### config.mk
export PLATFORM = sky130hd
export DESIGN_NAME = calendar_date_day_stepper_top
export DESIGN_NICKNAME = d
export VERILOG_FILES = /design/src/rtl/core/cdds_pkg.sv /design/src/rtl/core/calendar_date_day_stepper_top.sv /design/src/rtl/core/cdds_day_step.sv
export VERILOG_INCLUDE_DIRS = /design/src /design/src/rtl/core
export SDC_FILE = /design/constraint.sdc
export NUM_CORES = 1
export LEC_CHECK = 0
export ABC_AREA = 1
export BUFFER_PORTS_ARGS = -buffer_cell sky130_fd_sc_hd__buf_2
export CAP_MARGIN = 20
export CORE_UTILIZATION = 30
export DETAILED_ROUTE_END_ITERATION = 8
export GPL_ROUTABILITY_DRIVEN = 0
export HOLD_SLACK_MARGIN = 0.06
export PLACE_DENSITY_LB_ADDON = 0.08
export SLEW_MARGIN = 20
export SYNTH_ARGS = -nofsm -noshare
export SYNTH_HDL_FRONTEND = slang
export SYNTH_SLANG_ARGS = --single-unit
export TNS_END_PERCENT = 30
### constraint.sdc
create_clock -name clk -period 4.4 [get_ports clk]
set_input_delay 0.22 -clock clk [delete_from_list [all_inputs] [get_ports clk]]
set_output_delay 0.22 -clock clk [all_outputs]
set_load 0.01 [all_outputs]
### src/rtl/core/calendar_date_day_stepper_top_macros.svh
//------------------------------------------------------------------------------
// Calendar date day stepper assertion macros
// Shared concurrent assertion forms, clocked on clk and disabled in reset.
//------------------------------------------------------------------------------
`ifndef CALENDAR_DATE_DAY_STEPPER_TOP_MACROS_SVH
`define CALENDAR_DATE_DAY_STEPPER_TOP_MACROS_SVH

// cond must hold at every edge
`define CDDS_ASSERT_ALWAYS(lbl, cond, msg) \
  lbl: assert property (@(posedge clk) disable iff (!rst_n) (cond)) else $error(msg);

// cons must hold in the cycle after ante
`define CDDS_ASSERT_NEXT(lbl, ante, cons, msg) \
  lbl: assert property (@(posedge clk) disable iff (!rst_n) (ante) |=> (cons)) else $error(msg);

`endif

### src/rtl/core/cdds_pkg.sv
//------------------------------------------------------------------------------
// Calendar date day stepper package
// Request types, calendar constants and the month length table.
//------------------------------------------------------------------------------
package cdds_pkg;

  localparam int unsigned YEAR_BITS_DEF = 16;
  localparam int unsigned YEAR_RESET    = 2000;

  localparam logic [4:0] DAY_FIRST  = 5'd1;
  localparam logic [4:0] DAY_LAST   = 5'd31;
  localparam logic [3:0] MONTH_JAN  = 4'd1;
  localparam logic [3:0] MONTH_FEB  = 4'd2;
  localparam logic [3:0] MONTH_DEC  = 4'd12;
  localparam logic [4:0] FEB_LEAP   = 5'd29;

  localparam logic       ACT_SET    = 1'b0;
  localparam logic       ACT_ADD    = 1'b1;

  // days per month, common year; unused codes read as 31
  localparam logic [4:0] MONTH_DAYS [0:15] = '{
    5'd31, 5'd31, 5'd28, 5'd31, 5'd30, 5'd31, 5'd30, 5'd31,
    5'd31, 5'd30, 5'd31, 5'd30, 5'd31, 5'd31, 5'd31, 5'd31
  };

  typedef struct packed {
    logic               action;
    logic [5:0]         new_day;
    logic [3:0]         new_month;
    logic [15:0]        new_year;
    logic signed [15:0] day_count;
  } in_req_t;

  typedef struct packed {
    logic [4:0]  out_day;
    logic [3:0]  out_month;
    logic [15:0] out_year;
  } out_req_t;

  typedef struct packed {
    logic [4:0] day;
    logic [3:0] month;
  } dm_t;

  typedef enum logic [1:0] {
    ST_IDLE,
    ST_STEP,
    ST_EMIT
  } state_t;

  function automatic logic [4:0] month_len(input logic [3:0] month, input logic leap);
    logic [4:0] len;
    len = MONTH_DAYS[month];
    if (month == MONTH_FEB && leap) begin
      len = FEB_LEAP;
    end
    return len;
  endfunction

endpackage

### src/rtl/core/calendar_date_day_stepper_top.sv
//------------------------------------------------------------------------------
// Calendar date day stepper
// Keeps a day, month and year; set requests load it, add requests move it by
// a signed day count, one day per cycle through a shared step unit.
//------------------------------------------------------------------------------
// A set request goes from ST_IDLE through ST_STEP to ST_EMIT; an add request
// of count N moves the date |N| days in ST_STEP (up to 32768 for -32768); the
// single day step unit is used once per cycle. One request is in work at a
// time; the result register lets a new request enter while a result waits.
module calendar_date_day_stepper_top #(
  parameter int unsigned YEAR_BITS = cdds_pkg::YEAR_BITS_DEF
) (
  input  logic              clk,
  input  logic              rst_n,
  input  logic              in_valid,
  output logic              in_stall,
  input  cdds_pkg::in_req_t in_data,
  output logic              out_valid,
  input  logic              out_stall,
  output cdds_pkg::out_req_t out_data
);
  import cdds_pkg::*;

  state_t               state_r,   state_nxt;
  dm_t                  dm_r,      dm_nxt;
  logic [YEAR_BITS-1:0] year_r,    year_nxt;
  logic [15:0]          cnt_r,     cnt_nxt;
  logic                 back_r,    back_nxt;
  logic                 out_valid_r, out_valid_nxt;
  out_req_t             out_data_r,  out_data_nxt;

  dm_t                  step_dm;
  logic [YEAR_BITS-1:0] step_year;
  logic                 in_acc;
  logic                 out_free;

  cdds_day_step #(
    .YEAR_BITS (YEAR_BITS)
  ) u_step (
    .dm_i   (dm_r),
    .year_i (year_r),
    .back_i (back_r),
    .dm_o   (step_dm),
    .year_o (step_year)
  );

  assign in_acc   = in_valid && !in_stall;
  assign out_free = !out_valid_r || !out_stall;

  always_comb begin
    state_nxt = state_r;
    case (state_r)
      ST_IDLE: begin
        if (in_valid) begin
          state_nxt = ST_STEP;
        end
      end
      ST_STEP: begin
        if (cnt_r == 16'd0) begin
          state_nxt = ST_EMIT;
        end
      end
      ST_EMIT: begin
        if (out_free) begin
          state_nxt = ST_IDLE;
        end
      end
      default: state_nxt = ST_IDLE;
    endcase
  end

  always_comb begin
    in_stall      = (state_r != ST_IDLE);
    dm_nxt        = dm_r;
    year_nxt      = year_r;
    cnt_nxt       = cnt_r;
    back_nxt      = back_r;
    out_valid_nxt = out_valid_r && out_stall;
    out_data_nxt  = out_data_r;
    case (state_r)
      ST_IDLE: begin
        if (in_acc) begin
          if (in_data.action == ACT_SET) begin
            cnt_nxt = 16'd0;
            if (in_data.new_day != 6'd0 && in_data.new_day <= 6'(DAY_LAST)) begin
              dm_nxt.day = in_data.new_day[4:0];
            end
            if (in_data.new_month != 4'd0 && in_data.new_month <= MONTH_DEC) begin
              dm_nxt.month = in_data.new_month;
            end
            if (in_data.new_year != 16'd0) begin
              year_nxt = YEAR_BITS'(in_data.new_year);
            end
          end else begin
            back_nxt = in_data.day_count[15];
            cnt_nxt  = in_data.day_count[15] ? (16'd0 - in_data.day_count)
                                             : in_data.day_count;
          end
        end
      end
      ST_STEP: begin
        if (cnt_r != 16'd0) begin
          dm_nxt   = step_dm;
          year_nxt = step_year;
          cnt_nxt  = cnt_r - 16'd1;
        end
      end
      ST_EMIT: begin
        if (out_free) begin
          out_valid_nxt          = 1'b1;
          out_data_nxt.out_day   = dm_r.day;
          out_data_nxt.out_month = dm_r.month;
          out_data_nxt.out_year  = 16'(year_r);
        end
      end
      default: begin
      end
    endcase
  end

  always_ff @(posedge clk) begin
    if (!rst_n) begin
      state_r     <= ST_IDLE;
      dm_r.day    <= DAY_FIRST;
      dm_r.month  <= MONTH_JAN;
      year_r      <= YEAR_BITS'(YEAR_RESET);
      cnt_r       <= 16'd0;
      back_r      <= 1'b0;
      out_valid_r <= 1'b0;
    end else begin
      state_r     <= state_nxt;
      dm_r        <= dm_nxt;
      year_r      <= year_nxt;
      cnt_r       <= cnt_nxt;
      back_r      <= back_nxt;
      out_valid_r <= out_valid_nxt;
    end
  end

  always_ff @(posedge clk) begin
    out_data_r <= out_data_nxt;
  end

  assign out_valid = out_valid_r;
  assign out_data  = out_data_r;

`include "calendar_date_day_stepper_top_macros.svh"

  `CDDS_ASSERT_ALWAYS(a_date_legal, dm_r.day != 5'd0 && dm_r.month != 4'd0 && dm_r.month <= MONTH_DEC, "stored date out of range")
  `CDDS_ASSERT_ALWAYS(a_idle_cnt, state_r != ST_IDLE || cnt_r == 16'd0, "idle with days left")
  `CDDS_ASSERT_NEXT(a_cnt_dec, state_r == ST_STEP && cnt_r != 16'd0, cnt_r == $past(cnt_r) - 16'd1, "day count not stepped")
  `CDDS_ASSERT_NEXT(a_acc_step, in_acc, state_r == ST_STEP, "request not started")

endmodule

### src/rtl/core/cdds_day_step.sv
//------------------------------------------------------------------------------
// Calendar date single day step
// Moves a date one day forward or backward with month and year rollover.
//------------------------------------------------------------------------------
module cdds_day_step #(
  parameter int unsigned YEAR_BITS = cdds_pkg::YEAR_BITS_DEF
) (
  input  cdds_pkg::dm_t        dm_i,
  input  logic [YEAR_BITS-1:0] year_i,
  input  logic                 back_i,
  output cdds_pkg::dm_t        dm_o,
  output logic [YEAR_BITS-1:0] year_o
);
  import cdds_pkg::*;

  logic       leap;
  logic [4:0] len_cur;
  logic [4:0] len_prev;
  logic [3:0] month_prev;

  assign leap       = (year_i[1:0] == 2'b00);
  assign month_prev = dm_i.month - 4'd1;
  assign len_cur    = month_len(dm_i.month, leap);
  assign len_prev   = month_len(month_prev, leap);

  always_comb begin
    dm_o   = dm_i;
    year_o = year_i;
    if (!back_i) begin
      if (dm_i.day < len_cur) begin
        dm_o.day = dm_i.day + 5'd1;
      end else if (dm_i.month < MONTH_DEC) begin
        dm_o.month = dm_i.month + 4'd1;
        dm_o.day   = DAY_FIRST;
      end else begin
        year_o     = year_i + YEAR_BITS'(1);
        dm_o.month = MONTH_JAN;
        dm_o.day   = DAY_FIRST;
      end
    end else begin
      if (dm_i.day > DAY_FIRST) begin
        dm_o.day = dm_i.day - 5'd1;
      end else if (dm_i.month > MONTH_JAN) begin
        dm_o.month = month_prev;
        dm_o.day   = len_prev;
      end else begin
        year_o     = year_i - YEAR_BITS'(1);
        dm_o.month = MONTH_DEC;
        dm_o.day   = DAY_LAST;
      end
    end
  end

endmodule

==> results.cfg <==
[detailed_routing]
drtPass1Iterations = 4
wl_um = 14100
post_drt_wl_per_cell_um = 13.2
dr_total_vias = 4952
drc_errors = 0
dr.first_iter.drc_count = 343
via_per_inst = 4.66
ant_nets = 0

[logic_synthesis]
yosys_register_bits = 70
synth_edf_count = 25
ys_seq_area_frac = 0.328
synth.avg_cell_area_um2 = 6.53
synth_nets = 844
synthFlopType = dfxtp_1
yosys_warnings = 0
yosysUniqueCellTypes = 38
netlist_area_mm2 = 0.00504
async_flop_share = 0
syn_inst = 772

[final_layout]
mostFrequentLayoutCells = nand2_1, inv_1, nor2_1
area_delta_synth_final_pct = 16.9
final_nets = 910
register_area_mm2 = 0.00165
multi_input_comb_area_mm2 = 0.00290
final_area_mm2 = 0.00590
antenna_cells = 0
drive_above_1_share = 0.130
mostFrequentLayoutCell = nand2_1
fillers = 1812

[setup_path]
cp-start-kind = register
rr_endpoint = dm_r[5]$_SDFFE_PN0P_
crit_family = simple AND/OR/NAND/NOR gates
crit_start = state_r[0]$_SDFFE_PN0P_
cp_slowest_cell = inv_2
endpoint = dm_r[5]$_SDFFE_PN0P_
ff2ff_path_depth = 9
reg2reg_slack_ns = 1.53
critical_path_depth = 9
cp_data_required_time_ns = 4.63
crit_buf_inv = 2
reg2reg_from = state_r[0]$_SDFFE_PN0P_
arrival_ns = 3.10
path_cells = nand2_2 > inv_2 > nand2_1 > nand2_2 > nand2_1 > inv_1 > nand3_1 > a21oi_1 > nor2_1
worst-path-max-fanout = 38
criticalPathCategory = register to register
cpPeakStageDelay_ns = 0.67
cp-end-kind = register

[sta]
fin_ws_ns = 1.53
finClkSkew_ns = 0.00970
setup_viol = 0
slew_violations = 0
clock.fmax_mhz = 348
worstMarginPinSlew_ns = 0.884
fin_crit_ns = 2.87
maxSlewHeadroom = 0.410
rsz0062_at_grt = no
finalHoldViolations = 0
fin_crit_sh = 0.653
setup_tns_ns = 0

[clock_network]
cts_tree = built
cts_buffer_depth = 2
clk_pin_slew_ns = 0.06
clock_latency_ns = 0.34
cts_root_buf = clkbuf_16
holdBufCountCts = 0
post_cts_buffers = 0
htree_levels = 3
clkSinkCount = 70
cts_made_buffers = 9
post_cts_resized = 0

[die]
fp.dieArea_mm2 = 0.0173
rows = 47
initial_core_util = 0.305
core_mm2 = 0.0165
die_x_um = 132
die_y_um = 132
pin_count = 74

[min_path]
worst_hold_startpoint = out_stall
hp-class = input pin to register

[placed_design]
dpl.hpwl_um = 10600
placed_area_mm2 = 0.00559
pre_cts_ws_ns = 1.54
port_buffers = 73

[global_route]
grt_pass1_vias = 4698
overflow = 0
grt_max_degree = 39
antenna_found_initial = 0
grt_pass1_wl_um = 23200
grtUsageTotal = 0.167

[pwr]
leakagePower_nw = 2.92
ir_drop_mv = 0.175
p_per_area_mw_per_mm2 = 404

[run]
drv_cap = 0

[status]
status = completed
-- logic make-up after synthesis --
group	count (synthesis)	share of synthesized area
xor gates and xnor gates	23	0.0399
and+or+nand+nor	414	0.347
adders and majority gates	25	0.0635
buffers and inverters	123	0.0980
AOI/OAI and AO/OA	117	0.124
DFF	70	0.328
-- through the flow --
stage,utilization,std cells,power [mW],hold WS [ns]
global placement,0.338,1047,1.63,0.460
finish,0.357,1063,2.38,0.176
detailed placement,0.338,1047,1.63,0.453
global route,0.357,1063,2.57,0.178
CTS,0.357,1063,2.41,0.165
floorplan,-,772,1.43,0.358
-- cell type report --
cell class,count,area share
clock buffers,11,0.0395
clock inverters,5,0.0125
inverters,104,0.0662
multi-input cells,579,0.492
flip-flops and latches,70,0.280
well taps,220,0.0467
repair buffers,74,0.0632
-- how the worst min path moves through the flow --
stage / endpoint / slack (ns) / depth (start not counted)
final: out_valid$_SDFF_PN0_ / 0.18 / 3
after global routing: out_valid$_SDFF_PN0_ / 0.18 / 3
after CTS: out_valid$_SDFF_PN0_ / 0.16 / 3
after detailed placement: out_data[10]$_DFFE_PP_ / 0.45 / 0
after global placement: out_data[5]$_DFFE_PP_ / 0.46 / 0
after floorplan: cnt_r[4]$_SDFFE_PN0P_ / 0.36 / 2
-- report_power, final --
group          internal, mW  switching, mW
Sequential            0.752         0.0865
Combinational         0.273          0.507
Clock                 0.493          0.273
-- per-layer routing --
layer	track usage	vias up	wire length, µm
li1	-	2625	-
met1	0.219	2214	6820
met2	0.277	102	6490
met3	0.0274	11	577
met4	0.0601	0	175
met5	0	-	0
-- registers in the layout, summed over array words and instances (netlist names) --
| name | cells |
|---|---|
| out_valid | 1 |
| state_r | 2 |
| year_r | 16 |
| back_r | 1 |
| cnt_r | 16 |
| out_data | 25 |
| dm_r | 9 |
-- tightest hold or removal path, cell delays in order --
cell and delay [ns]:
buf_2 0.11, nand2_1 0.08, a21oi_1 0.06
-- synthesized netlist by cell type (2+ instances only) --
master	instances	area, µm²
o21ai_0	55	275
o21ai_1	2	10.0
or2_2	4	25.0
nand3b_1	5	37.5
nor2_1	91	342
clkbuf_1	11	41.3
inv_2	6	22.5
a21o_1	2	15.0
buf_6	3	33.8
a31oi_1	7	43.8
buf_2	2	10.0
o22ai_1	4	25.0
xor2_1	17	149
nor2_4	3	33.8
nand3_1	65	325
edfxtp_1	25	751
buf_4	2	15.0
a21oi_1	39	195
nor3_1	12	60.1
a211oi_1	4	30.0
dfxtp_1	45	901
ha_1	24	300
xnor2_1	6	52.6
nand2_2	3	18.8
nand4_1	6	37.5
inv_1	97	364
nand2_1	219	822
nor2_2	3	18.8
Power figures use the tool's default switching activity.
